`src/rtl/dtt_pkg.sv`:
```
// Shared types, codes and microcode program of the deferred removal timer table.
package dtt_pkg;

  // Fixed field widths
  localparam int unsigned HandleW = 16;
  localparam int unsigned DelayW  = 20;
  localparam int unsigned PeriodW = 10;
  localparam int unsigned StatusW = 2;

  // Parameter defaults
  localparam int unsigned DefSlots      = 32;
  localparam int unsigned DefHandleBits = 16;
  localparam int unsigned DefTickBits   = 32;

  // Configuration
  localparam int unsigned AddrW          = 2;
  localparam int unsigned DataW          = 32;
  localparam logic [AddrW-1:0] RegTickPeriod = 2'd0;
  localparam logic [PeriodW-1:0] PeriodReset = 10'd2;

  // Result status codes
  localparam logic [StatusW-1:0] StScheduled = 2'd0;
  localparam logic [StatusW-1:0] StFull      = 2'd1;
  localparam logic [StatusW-1:0] StExpired   = 2'd2;
  localparam logic [StatusW-1:0] StNone      = 2'd3;

  // Operation codes
  localparam logic OpTick     = 1'b0;
  localparam logic OpSchedule = 1'b1;

  typedef struct packed {
    logic               operation;
    logic [HandleW-1:0] handle;
    logic [DelayW-1:0]  delay_ms;
  } in_item_t;

  typedef struct packed {
    logic [StatusW-1:0] status;
    logic [HandleW-1:0] handle_out;
    logic               last;
  } out_item_t;

  // Microcode step addresses
  localparam int unsigned UpcW = 4;
  typedef logic [UpcW-1:0] upc_t;

  localparam upc_t UpcIdle     = 4'd0;
  localparam upc_t UpcDispatch = 4'd1;
  localparam upc_t UpcSchStart = 4'd2;
  localparam upc_t UpcSchWait  = 4'd3;
  localparam upc_t UpcSchWrite = 4'd4;
  localparam upc_t UpcSchFull  = 4'd5;
  localparam upc_t UpcTick     = 4'd6;
  localparam upc_t UpcScanIss  = 4'd7;
  localparam upc_t UpcScanEval = 4'd8;
  localparam upc_t UpcFlush    = 4'd9;

  // Jump conditions: jump when true, else fall through to the next step
  typedef enum logic [2:0] {
    CondAlways   = 3'd0,
    CondNoIn     = 3'd1,
    CondOpTick   = 3'd2,
    CondFull     = 3'd3,
    CondDivBusy  = 3'd4,
    CondScanMore = 3'd5
  } cond_e;

  // Output register loads
  typedef enum logic [2:0] {
    PushNone  = 3'd0,
    PushSched = 3'd1,
    PushFull  = 3'd2,
    PushScan  = 3'd3,
    PushFlush = 3'd4
  } push_e;

  typedef struct packed {
    cond_e cond;
    upc_t  jmp;
    logic  take_in;
    logic  div_start;
    logic  sch_write;
    logic  tick_inc;
    logic  scan_init;
    logic  scan_step;
    push_e push;
  } ctrl_word_t;

  typedef struct packed {
    logic in_valid;
    logic op_tick;
    logic full;
    logic div_busy;
    logic scan_more;
  } cond_flags_t;

  // Control store
  function automatic ctrl_word_t ucode_rom(upc_t upc);
    ctrl_word_t cw;
    cw = '{cond: CondAlways, jmp: UpcIdle, take_in: 1'b0, div_start: 1'b0,
           sch_write: 1'b0, tick_inc: 1'b0, scan_init: 1'b0, scan_step: 1'b0,
           push: PushNone};
    unique case (upc)
      UpcIdle: begin
        cw.cond    = CondNoIn;
        cw.jmp     = UpcIdle;
        cw.take_in = 1'b1;
      end
      UpcDispatch: begin
        cw.cond = CondOpTick;
        cw.jmp  = UpcTick;
      end
      UpcSchStart: begin
        cw.cond      = CondFull;
        cw.jmp       = UpcSchFull;
        cw.div_start = 1'b1;
      end
      UpcSchWait: begin
        cw.cond = CondDivBusy;
        cw.jmp  = UpcSchWait;
      end
      UpcSchWrite: begin
        cw.sch_write = 1'b1;
        cw.push      = PushSched;
      end
      UpcSchFull: begin
        cw.push = PushFull;
      end
      UpcTick: begin
        cw.cond     = CondOpTick;
        cw.jmp      = UpcScanIss;
        cw.tick_inc = 1'b1;
      end
      UpcScanIss: begin
        cw.cond      = CondOpTick;
        cw.jmp       = UpcScanEval;
        cw.scan_init = 1'b1;
      end
      UpcScanEval: begin
        cw.cond      = CondScanMore;
        cw.jmp       = UpcScanEval;
        cw.scan_step = 1'b1;
        cw.push      = PushScan;
      end
      UpcFlush: begin
        cw.push = PushFlush;
      end
      default: begin
        cw.jmp = UpcIdle;
      end
    endcase
    return cw;
  endfunction

endpackage

```
`src/rtl/dtt_div.sv`:
```
// Restoring divider, one quotient bit per cycle, for delay to tick conversion.
module dtt_div import dtt_pkg::*; (
  input  logic               clk_i,
  input  logic               rst_ni,
  input  logic               start_i,
  input  logic [DelayW-1:0]  dividend_i,
  input  logic [PeriodW-1:0] divisor_i,
  output logic               busy_o,
  output logic [DelayW-1:0]  quotient_o
);

  localparam int unsigned CntW = $clog2(DelayW + 1);

  logic [CntW-1:0]    cnt_q, cnt_d;
  logic [PeriodW-1:0] rem_q, rem_d;
  logic [DelayW-1:0]  quo_q, quo_d;
  logic [PeriodW-1:0] dvs_q, dvs_d;
  logic [PeriodW:0]   shifted;
  logic               ge;

  // One restoring step: shift in the next dividend bit, subtract if it fits
  assign shifted = {rem_q, quo_q[DelayW-1]};
  assign ge      = shifted >= {1'b0, dvs_q};

  always_comb begin
    cnt_d = cnt_q;
    rem_d = rem_q;
    quo_d = quo_q;
    dvs_d = dvs_q;
    if (start_i) begin
      cnt_d = CntW'(DelayW);
      rem_d = '0;
      quo_d = dividend_i;
      // A zero period counts as one
      dvs_d = (divisor_i == '0) ? PeriodW'(1) : divisor_i;
    end else if (cnt_q != '0) begin
      cnt_d = cnt_q - CntW'(1);
      rem_d = ge ? PeriodW'(shifted - {1'b0, dvs_q}) : shifted[PeriodW-1:0];
      quo_d = {quo_q[DelayW-2:0], ge};
    end
  end

  always_ff @(posedge clk_i or negedge rst_ni) begin
    if (!rst_ni) begin
      cnt_q <= '0;
    end else begin
      cnt_q <= cnt_d;
    end
  end

  always_ff @(posedge clk_i) begin
    rem_q <= rem_d;
    quo_q <= quo_d;
    dvs_q <= dvs_d;
  end

  assign busy_o     = cnt_q != '0;
  assign quotient_o = quo_q;

endmodule

```
`src/rtl/dtt_useq.sv`:
```
// Microcode sequencer: step counter, control store lookup and conditional jumps.
module dtt_useq import dtt_pkg::*; (
  input  logic        clk_i,
  input  logic        rst_ni,
  input  cond_flags_t flags_i,
  input  logic        stall_i,
  output ctrl_word_t  cw_o
);

  upc_t       upc_q, upc_d;
  ctrl_word_t cw;
  logic       taken;

  assign cw = ucode_rom(upc_q);

  // Condition select
  always_comb begin
    case (cw.cond)
      CondAlways:   taken = 1'b1;
      CondNoIn:     taken = !flags_i.in_valid;
      CondOpTick:   taken = flags_i.op_tick;
      CondFull:     taken = flags_i.full;
      CondDivBusy:  taken = flags_i.div_busy;
      CondScanMore: taken = flags_i.scan_more;
      default:      taken = 1'b1;
    endcase
  end

  // Next step: hold on stall, jump when taken, else fall through
  always_comb begin
    if (stall_i) begin
      upc_d = upc_q;
    end else if (taken) begin
      upc_d = cw.jmp;
    end else begin
      upc_d = upc_q + upc_t'(1);
    end
  end

  always_ff @(posedge clk_i or negedge rst_ni) begin
    if (!rst_ni) begin
      upc_q <= UpcIdle;
    end else begin
      upc_q <= upc_d;
    end
  end

  assign cw_o = cw;

endmodule

```
`src/rtl/deferred_removal_timer_table_unit.sv`:
```
// Top level: slot table, tick counter, output register and configuration port.
//
// Deferred removal timer table. A schedule item (operation 1) stores its handle
// in the lowest free slot with a deadline of the current tick plus
// delay_ms / tick_period_ms and returns one result: scheduled, or full when no
// slot is free. A tick item (operation 0) advances the tick counter, then scans
// the slots in index order and returns one expired result per slot whose
// deadline has been reached, freeing it, or a single none result; last marks
// the final result of each item. Items are taken one at a time, under control
// of a microcoded sequencer. A schedule's duration is set by the 20-step
// bit-serial divider and a tick's by the one-slot-per-cycle scan of the slot
// memory; both are held while the output side stalls. The input is ready
// again as soon as the final result is in the output register. There is no
// clearing pass after reset.
module deferred_removal_timer_table_unit import dtt_pkg::*; #(
  parameter int unsigned SLOTS       = DefSlots,
  parameter int unsigned HANDLE_BITS = DefHandleBits,
  parameter int unsigned TICK_BITS   = DefTickBits
) (
  input  logic             clk_i,
  input  logic             rst_ni,
  // Input channel
  input  logic             in_valid_i,
  output logic             in_ready_o,
  input  in_item_t         in_item_i,
  // Output channel
  output logic             out_valid_o,
  input  logic             out_ready_i,
  output out_item_t        out_item_o,
  // Configuration port
  input  logic             psel,
  input  logic             penable,
  input  logic             pwrite,
  input  logic [AddrW-1:0] paddr,
  input  logic [DataW-1:0] pwdata,
  output logic [DataW-1:0] prdata,
  output logic             pready
);

  localparam int unsigned IdxW = (SLOTS > 1) ? $clog2(SLOTS) : 1;
  localparam logic [IdxW-1:0] LastIdx = IdxW'(SLOTS - 1);

  ctrl_word_t  cw;
  cond_flags_t flags;
  logic        stall;
  logic        fire;

  // Configuration register
  logic [PeriodW-1:0] period_q;

  // Latched item
  logic               op_q;
  logic [HandleW-1:0] handle_q;
  logic [DelayW-1:0]  delay_q;

  // Table state
  logic [SLOTS-1:0]       valid_q;
  logic [TICK_BITS-1:0]   tick_q;
  logic [HANDLE_BITS-1:0] hdl_mem [SLOTS];
  logic [TICK_BITS-1:0]   dl_mem  [SLOTS];
  logic [HANDLE_BITS-1:0] rd_hdl_q;
  logic [TICK_BITS-1:0]   rd_dl_q;

  // Scan state
  logic [IdxW-1:0]        ev_idx_q;
  logic [IdxW-1:0]        rd_addr;
  logic                   rd_en;
  logic                   pend_valid_q;
  logic [HANDLE_BITS-1:0] pend_hdl_q;
  logic [TICK_BITS-1:0]   diff;
  logic                   expired;

  // Free slot search
  logic [IdxW-1:0] free_idx;
  logic            any_free;

  // Divider
  logic              div_busy;
  logic [DelayW-1:0] quotient;

  // Output register
  logic      out_valid_q;
  out_item_t out_q;
  logic      push_req;
  out_item_t push_item;

  dtt_useq u_useq (
    .clk_i,
    .rst_ni,
    .flags_i (flags),
    .stall_i (stall),
    .cw_o    (cw)
  );

  dtt_div u_div (
    .clk_i,
    .rst_ni,
    .start_i    (cw.div_start),
    .dividend_i (delay_q),
    .divisor_i  (period_q),
    .busy_o     (div_busy),
    .quotient_o (quotient)
  );

  // Configuration writes and reads
  always_ff @(posedge clk_i or negedge rst_ni) begin
    if (!rst_ni) begin
      period_q <= PeriodReset;
    end else if (psel && penable && pwrite && pready && paddr == RegTickPeriod) begin
      period_q <= pwdata[PeriodW-1:0];
    end
  end

  assign pready = 1'b1;
  assign prdata = (paddr == RegTickPeriod) ? DataW'(period_q) : '0;

  // Input transfer
  assign in_ready_o = cw.take_in;

  always_ff @(posedge clk_i) begin
    if (in_valid_i && cw.take_in) begin
      op_q     <= in_item_i.operation;
      handle_q <= in_item_i.handle;
      delay_q  <= in_item_i.delay_ms;
    end
  end

  // Lowest free slot
  always_comb begin
    free_idx = '0;
    for (int i = SLOTS - 1; i >= 0; i--) begin
      if (!valid_q[i]) begin
        free_idx = IdxW'(i);
      end
    end
  end

  assign any_free = !(&valid_q);

  // Expiry test on the slot held in the registered read port
  assign diff    = tick_q - rd_dl_q;
  assign expired = valid_q[ev_idx_q] && !diff[TICK_BITS-1];

  // Result offered to the output register this step
  always_comb begin
    push_req  = 1'b0;
    push_item = '{status: StNone, handle_out: '0, last: 1'b1};
    case (cw.push)
      PushSched: begin
        push_req         = 1'b1;
        push_item.status = StScheduled;
      end
      PushFull: begin
        push_req         = 1'b1;
        push_item.status = StFull;
      end
      PushScan: begin
        push_req             = expired && pend_valid_q;
        push_item.status     = StExpired;
        push_item.handle_out = HandleW'(pend_hdl_q);
        push_item.last       = 1'b0;
      end
      PushFlush: begin
        push_req = 1'b1;
        if (pend_valid_q) begin
          push_item.status     = StExpired;
          push_item.handle_out = HandleW'(pend_hdl_q);
        end
      end
      default: begin
        push_req = 1'b0;
      end
    endcase
  end

  assign stall = push_req && out_valid_q && !out_ready_i;
  assign fire  = !stall;

  // Sequencer condition flags
  assign flags = '{in_valid:  in_valid_i,
                   op_tick:   op_q == OpTick,
                   full:      !any_free,
                   div_busy:  div_busy,
                   scan_more: ev_idx_q != LastIdx};

  // Tick counter
  always_ff @(posedge clk_i or negedge rst_ni) begin
    if (!rst_ni) begin
      tick_q <= '0;
    end else if (cw.tick_inc && fire) begin
      tick_q <= tick_q + TICK_BITS'(1);
    end
  end

  // Valid bits: set on schedule, cleared on expiry
  always_ff @(posedge clk_i or negedge rst_ni) begin
    if (!rst_ni) begin
      valid_q <= '0;
    end else if (fire) begin
      if (cw.sch_write) begin
        valid_q[free_idx] <= 1'b1;
      end else if (cw.scan_step && expired) begin
        valid_q[ev_idx_q] <= 1'b0;
      end
    end
  end

  // Slot memories: one write port, one registered read port
  assign rd_en   = fire && (cw.scan_init || cw.scan_step);
  assign rd_addr = (cw.scan_init || ev_idx_q == LastIdx) ? '0 : ev_idx_q + IdxW'(1);

  always_ff @(posedge clk_i) begin
    if (fire && cw.sch_write) begin
      hdl_mem[free_idx] <= HANDLE_BITS'(handle_q);
      dl_mem[free_idx]  <= tick_q + TICK_BITS'(quotient);
    end
  end

  always_ff @(posedge clk_i) begin
    if (rd_en) begin
      rd_hdl_q <= hdl_mem[rd_addr];
      rd_dl_q  <= dl_mem[rd_addr];
    end
  end

  // Scan index and held expired handle
  always_ff @(posedge clk_i or negedge rst_ni) begin
    if (!rst_ni) begin
      ev_idx_q     <= '0;
      pend_valid_q <= 1'b0;
    end else if (fire) begin
      if (cw.scan_init) begin
        ev_idx_q     <= '0;
        pend_valid_q <= 1'b0;
      end else if (cw.scan_step) begin
        ev_idx_q <= rd_addr;
        if (expired) begin
          pend_valid_q <= 1'b1;
        end
      end
    end
  end

  always_ff @(posedge clk_i) begin
    if (fire && cw.scan_step && expired) begin
      pend_hdl_q <= rd_hdl_q;
    end
  end

  // Output register
  always_ff @(posedge clk_i or negedge rst_ni) begin
    if (!rst_ni) begin
      out_valid_q <= 1'b0;
    end else if (push_req && fire) begin
      out_valid_q <= 1'b1;
    end else if (out_ready_i) begin
      out_valid_q <= 1'b0;
    end
  end

  always_ff @(posedge clk_i) begin
    if (push_req && fire) begin
      out_q <= push_item;
    end
  end

  assign out_valid_o = out_valid_q;
  assign out_item_o  = out_q;

endmodule
```
`config.mk`:
```
export PLATFORM = sky130hd
export DESIGN_NAME = deferred_removal_timer_table_unit
export DESIGN_NICKNAME = d
export VERILOG_FILES = /design/src/rtl/dtt_pkg.sv /design/src/rtl/dtt_div.sv /design/src/rtl/dtt_useq.sv /design/src/rtl/deferred_removal_timer_table_unit.sv
export SDC_FILE = /design/constraint.sdc
export NUM_CORES = 2
export LEC_CHECK = 0
export ABC_AREA = 1
export BUFFER_PORTS_ARGS = -buffer_cell sky130_fd_sc_hd__buf_2
export CORE_MARGIN = 5
export CORE_UTILIZATION = 60
export CTS_CLUSTER_SIZE = 28
export DETAILED_ROUTE_END_ITERATION = 7
export HOLD_SLACK_MARGIN = 0.12
export PLACE_DENSITY = 0.74
export REMOVE_ABC_BUFFERS = 1
export SYNTH_ARGS = -nofsm -noshare
export SYNTH_HDL_FRONTEND = slang
export SYNTH_SLANG_ARGS = --single-unit
```
`constraint.sdc`:
```
create_clock -name clk_i -period 9.9 [get_ports clk_i]
set_clock_uncertainty 0.05 [all_clocks]
set_input_delay 0.99 -clock clk_i [delete_from_list [all_inputs] [get_ports clk_i]]
set_output_delay 0.99 -clock clk_i [all_outputs]
set_load 0.02 [all_outputs]
```
Word-level counts from Yosys, hierarchy flattened:

Memories as Yosys holds them, arrays and structs flattened. A register that Yosys moved wholly into a read port is not among the register bits.
Index checks and enable logic that the tools add are counted.

* add/sub/neg operators: 7
* $mul: 0
* div/mod/pow operators: 0
* order comparisons: 5
* equality and inequality tests: 20
* shift operators: 0
* mux-type cells: 72
* bitwise gates (word level): 5
* reductions and logical operators: 39

Operators with widths (count)
* 5-bit 2-to-1 mux: 37
* 32-bit 2-to-1 mux: 2
* 20-bit 2-to-1 mux: 2
* 32-bit by 1-bit adder with 32-bit output, second input constant: 1
* 32-bit by 20-bit adder with 32-bit output: 1
* 32-bit bitwise AND: 1
* 32-bit inverter: 1
* 32-bit OR: 1
* 16-bit one-hot mux with 2 select lines: 1
* 32-bit AND reduction: 1
* 32-bit subtractor: 1
* 10-bit 2-to-1 mux: 2
* 4-bit one-hot mux with 5 select lines: 1
* 1-bit logical AND: 17
* 1-bit 2-to-1 mux: 17
* 17-bit 2-to-1 mux: 1
* 4-bit by 3-bit == test with 1-bit output, second input constant: 4
* 3-bit one-hot mux with 5 select lines: 1
* 3-bit by 2-bit == test with 1-bit output, second input constant: 4
* 5-bit by 6-bit less-than comparator with 1-bit output, second input constant: 2
* 3-bit one-hot mux with 4 select lines: 1
* 11-bit by 10-bit greater-or-equal comparator with 1-bit output: 1
* 1-bit demux with 5-bit select: 2
* 5-bit by 1-bit greater-or-equal comparator with 1-bit output, second input constant: 2
* 28 further kinds: 44

* flip-flop bits (word level): 202
* latch bits: 0
* bits in writable memories: 1536
* ROM bits: 0
* input bits: 78
* output and inout port bits: 54
* logic and storage cells: 168
* memories: 2

Memories
* dl_mem: words 32, width 32, read ports 1, clocked after Yosys merged registers in 1, write ports 1, RTL line deferred_removal_timer_table_unit.sv:60 `logic [TICK_BITS-1:0] dl_mem [SLOTS];`
* hdl_mem: words 32, width 16, read ports 1, clocked after Yosys merged registers in 1, write ports 1, RTL line deferred_removal_timer_table_unit.sv:59 `logic [HANDLE_BITS-1:0] hdl_mem [SLOTS];`

Depth between registers and ports, before layout:

* depth after elaboration: 38
* mapped depth: 36
* gate-level depth less buffers: 36

Cells and area by module:

Synthesis repeated with hierarchy kept, for this count alone.

* cell total of the unflattened synthesis: 5856
* area total of the unflattened synthesis: 73934.7 µm²

By module, submodules not included
* deferred_removal_timer_table_unit: instances 1, cells an instance 5452, area an instance 70739.1 µm², sequential area each 51755.9 µm²
* dtt_div: instances 1, cells an instance 314, area an instance 2602.5 µm², sequential area each 1226.2 µm²
* dtt_useq: instances 1, cells an instance 90, area an instance 593.1 µm², sequential area each 100.1 µm²

Worst setup path after synthesis:

No wires, ideal clock.

* path kind: register -> register
* from: reg tick_q[2]
* to: mem dl_mem[0][0] in the netlist's numbering, enable pin
* arrival time: 6.976 ns
* data required time: 9.277 ns
* slack: 2.301 ns
* stages on the path, launching flop included: 21
* path buffers: 1
* path through: dfrtp_1 ha_1 a21oi_1 nand2_1 nand3_1 nand2_1 a21oi_1 nor2_1 o21ai_1 a21oi_1 o21ai_1 nand2_1 xor2_1 nand3_1 nand2_1 nand2_1 inv_1 nor2_4 inv_2 buf_4 nor4_1

* cells in the longest elaborated chain, start to end: 11

Ends and longest elaborated chain
* start, declared: RTL line deferred_removal_timer_table_unit.sv:58 `logic [TICK_BITS-1:0] tick_q;`
* start signal, assigned: RTL line deferred_removal_timer_table_unit.sv:191 `tick_q <= tick_q + TICK_BITS'(1);`
* 32-bit subtractor: RTL line deferred_removal_timer_table_unit.sv:141 `assign diff = tick_q - rd_dl_q;`
* 1-bit zero test: RTL line deferred_removal_timer_table_unit.sv:142 `assign expired = valid_q[ev_idx_q] && !diff[TICK_BITS-1];`
* 1-bit logical AND: RTL line deferred_removal_timer_table_unit.sv:142
* 1-bit logical AND: RTL line deferred_removal_timer_table_unit.sv:158 `push_req = expired && pend_valid_q;`
* 1-bit one-hot mux with 2 select lines: RTL line deferred_removal_timer_table_unit.sv:148 `case (cw.push)`
* 1-bit logical AND (2 in series): RTL line deferred_removal_timer_table_unit.sv:176 `assign stall = push_req && out_valid_q && !out_ready_i;`
* 1-bit zero test: RTL line deferred_removal_timer_table_unit.sv:177 `assign fire = !stall;`
* 1-bit logical AND: RTL line deferred_removal_timer_table_unit.sv:213 `if (fire && cw.sch_write) begin`
* 1-bit 2-to-1 mux: RTL line deferred_removal_timer_table_unit.sv:213
* 1-bit 2-to-1 mux (implied by the code): RTL line deferred_removal_timer_table_unit.sv:215 `dl_mem[free_idx] <= tick_q + TICK_BITS'(quotient);`
* end, declared: RTL line deferred_removal_timer_table_unit.sv:60

No other way between the ends.

Final worst setup path:

* from: reg tick_q[2]
* to: mem hdl_mem[17][4] in the netlist's numbering, enable pin

* cells in the longest elaborated chain, start to end: 11

Ends and longest elaborated chain
* 32-bit subtractor: RTL line deferred_removal_timer_table_unit.sv:141
* 1-bit zero test: RTL line deferred_removal_timer_table_unit.sv:142
* 1-bit logical AND: RTL line deferred_removal_timer_table_unit.sv:142
* 1-bit logical AND: RTL line deferred_removal_timer_table_unit.sv:158
* 1-bit one-hot mux with 2 select lines: RTL line deferred_removal_timer_table_unit.sv:148
* 1-bit logical AND (2 in series): RTL line deferred_removal_timer_table_unit.sv:176
* 1-bit zero test: RTL line deferred_removal_timer_table_unit.sv:177
* 1-bit logical AND: RTL line deferred_removal_timer_table_unit.sv:213
* 1-bit 2-to-1 mux: RTL line deferred_removal_timer_table_unit.sv:213
* 1-bit 2-to-1 mux (implied by the code): RTL line deferred_removal_timer_table_unit.sv:214 `hdl_mem[free_idx] <= HANDLE_BITS'(handle_q);`
* end, declared: RTL line deferred_removal_timer_table_unit.sv:59

No other way between the ends.

==> summary.txt <==
Run status
  • Status: finished, final reports clean

Yosys
  • Yosys cell types: 54
  • Post-synth ARST share: just over 5%
  • Area leader, netlist: edfxtp_1
  • Mean Syn Cell Area: 12.1 um^2
  • Synth Flop Type: edfxtp_1
  • Register area share after synthesis: around 72%
  • Synth top area cells: edfxtp_1 69%, nand2_1 9.0%, a21oi_1 3.8%, o22ai_1 3.6%, dfrtp_1 3.0%
  • Cell count after synthesis: between 6000 and 7000
  • Area share of the largest cell type after synthesis: between 60% and 70%
  • EDFF count, synth: 1686
  • Post-synthesis register bit count: roughly 1800
  • Yosys warns: 0
  • Post-Syn Area: about 73000 um^2

STA
  • Max Slew Vio Count: 0
  • Max Fclk: ~170 MHz
  • Final Hold Fails: 0
  • RSZ-0062 raised after global routing: false
  • Final min period: approximately 6 ns
  • Setup TNS: 0 ns
  • Slew of the pin with the lowest slew margin: around 1.3 ns
  • Final Setup Violations: 0
  • Relative slew slack: 12.6%
  • Final period utilization: roughly 61%

Clock network
  • Setup bufs post-CTS: 0
  • CTS tree: done
  • CTS sink count: ~1800
  • Worst-skew pair later-pin latency: 0.82 ns
  • Clk slew on worst S/H paths: about 0.06 ns
  • # resized after CTS: 0
  • CTS buffer count: ~170
  • H-Tree Depth: 4
  • Root buf cell: clkbuf_16
  • Cts hold-fix bufs: 1
  • Max clock buf depth: 3

Layout
  • NumNets Final: 6209
  • Final core occ: approximately 67%
  • Commonest non-fill, non-tap cells in the layout: 1756 x nand2_1, 1686 x edfxtp_1, 557 x a21oi_1
  • Leading cell type in the layout, fill and taps excluded: nand2_1
  • Layout cells sized above 1: ~8.0%
  • Area growth from synthesis to layout: 10.3%

Power
  • Switch share: between 30% and 40%
  • Clock share of power: roughly 25%
  • Combinational Power Share: 34.6%
  • Flop pwr share: roughly 40%
  • Pint: approximately 16 mW
  • VDD IR max: ~520 uV
  • NetSw: around 9.6 mW
  • Design Power: about 25 mW
  • Leak: 29.2 nW
  • Power per cell area: between 300 and 400 nW/um^2

Die
  • Initial Utilization: between 60 and 70%
  • Die width: 360 um
  • IO Count: roughly 130
  • Core area: between 100000 and 150000 um^2
  • Die span in y: about 360 um
  • Full die area: around 130000 um^2
  • Rows: approximately 130

Drt
  • Routed vias: between 40000 and 50000
  • DRT Pass-1 Iters: 7
  • Total Wirelength: 193 mm
  • DR vias/cell: between 6 and 7
  • Remaining DRCs: 0
  • Routed Antenna Nets: 0
  • Routed len/inst: 24.6 um
  • Initial DRC count: a little over 6000

Setup path
  • Crit-path max cell delay: 0.98 ns
  • Worst Path Arrival: about 6.4 ns
  • Critical Path Sink Type: flip-flop
  • Top cell by count, worst path: nand2_1
  • R2r setup slk: between 3 and 4 ns
  • Worst R2R Path Depth: 21
  • Critical path class: reg -> reg
  • R2R Path End: hdl_mem[17][4]
  • Worst path required time: slightly above 10 ns
  • Crit Path Max Fanout: 36
  • CP cell instances: ha_1 -> a21oi_1 -> nand2_1 -> nand3_1 -> nand2_1 -> a21oi_1 -> nor2_1 -> o21ai_1 -> a21oi_1 -> o21ai_1 -> nand2_1 -> xor2_1 -> nand3_1 -> nand2_1 -> nand2_1 -> inv_1 -> nor2_4 -> inv_2 -> buf_4 -> nor2_4 -> buf_4
  • CP Launch Type: flip-flop
  • FF-to-FF Start: tick_q[2]
  • Crit path max-delay cell type: nor2_4

Global routing
  • Met3 Usage GRT: under 10%
  • Vias in the first global route: about 47000
  • Initial antenna violation count: 2
  • Global route overflow: 0
  • Grt met2 use: about 46%
  • First-pass GRT wire length: roughly 290 mm
  • GR peak layer: met2
  • Largest net degree at the start of global routing: 197
  • GR Util met1: around two fifths
  • Total Routing Usage GR: slightly below 30%

Placed design
  • Hpwl dp: 94.8 mm
  • Port bufs: between 80 and 90
  • RD Place Congestion: about 0.9

Hold path
  • Hold Path Depth: 1
  • Min-delay src: in_item_i[10]
  • Hold Path End: delay_q[10]
  • HP Class: in -> reg

Run
  • Max_cap viols: 0
## worst max path at each step
stage | cells after the start | slack, ns | startpoint | endpoint
global route | 21 | 3.62 | tick_q[2] | dl_mem[17][19]
detailed placement | 21 | 3.93 | tick_q[2] | hdl_mem[17][1]
floorplan | 14 | -24.17 | ev_idx_q[0] | rd_dl_q[10]
global placement | 21 | 3.97 | tick_q[2] | hdl_mem[17][1]
CTS | 21 | 3.92 | tick_q[2] | dl_mem[17][19]
finish | 21 | 3.88 | tick_q[2] | hdl_mem[17][4]
## metal layers
metal	part of all wire, %	vias up	wire length (um)
met1	38	23500	73500
li1	-	21700	-
met3	11	522	22100
met2	46	2861	88300
met5	0.095	-	184
met4	4.5	2	8680
## cells by family (layout without fill, tap and decap cells)
group           count (synthesis)  after routing  share of synthesized area, %
compound gates               1354           1354                          10.3
xor+xnor                       72             72                         0.859
fa+ha+maj                      74             74                          1.28
buf+inv                       591            691                          3.30
flops                        1786           1786                          72.3
other cells                     2             24                        0.0102
simple gates                 2202           2202                          11.9
## cell usage after synthesis, types with 63 or more instances
library cell,instances
dfrtp_1,89
edfxtp_1,1686
o21ai_0,249
nand2_1,1758
inv_1,191
nor2_1,210
buf_2,86
a21oi_1,557
buf_1,63
ha_1,72
clkbuf_1,214
o22ai_1,419
nand3_1,152
## cell type report
class	instances	area (um^2)
antenna	1	2.50
clock buffer	210	4510
clock inverter	110	985
fill	8613	40700
inverter	203	800
multi-input combinational	3725	18400
sequential	1786	53100
tap	1625	2030
timing repair buffer	168	1180
## power groups by stage
| stage | Combinational (mW) | Clock, mW | Sequential [mW] |
|---|---|---|---|
| after floorplan | 6.58 | 0 | 10.2 |
| after global placement | 8.37 | 0 | 10.2 |
| after detailed placement | 8.54 | 0 | 10.3 |
| after CTS | 8.62 | 6.45 | 10.1 |
| after global routing | 9.56 | 6.80 | 10.2 |
| final | 8.73 | 6.41 | 10.1 |
## registers in the layout, indices dropped and copies added, names as in the netlist, 4 cells and up
name and cells:
delay_q 20, dl_mem 1024, ev_idx_q 5, handle_q 16, hdl_mem 512, out_item_o 19, pend_hdl_q 16, period_q 10
rd_dl_q 32, rd_hdl_q 16, tick_q 32, u_div.cnt_q 5, u_div.dvs_q 10, u_div.quotient_o 20, u_div.rem_q 10, u_useq.upc_q 4
valid_q 32
## worst max-delay path: cells and delay by family (launching register included)
| family | cells | cell delay, ns |
|---|---|---|
| AO/OA/AOI/OAI | 5 | 0.92 |
| XOR/XNOR | 1 | 0.26 |
| adder cells (fa/ha/maj) | 1 | 0.34 |
| buffers and inverters | 4 | 1.39 |
| flip-flops | 1 | 0.45 |
| AND/OR/NAND/NOR | 10 | 2.18 |
## stage by stage
| stage | hold slack (ns) | cell area (um^2) | worst slack [ns] | std cells |
|---|---|---|---|---|
| 2_1_floorplan | 0.350 | 71800 | -24.17 | 5714 |
| 3_3_place_gp | 0.353 | 75500 | 3.97 | 7506 |
| 3_5_place_dp | 0.355 | 75500 | 3.93 | 7506 |
| 4_1_cts | 0.242 | 81000 | 3.92 | 7827 |
| 5_1_grt | 0.272 | 81000 | 3.62 | 7827 |
| 6_report | 0.291 | 81000 | 3.88 | 7828 |
Power figures use the tool's default switching activity.
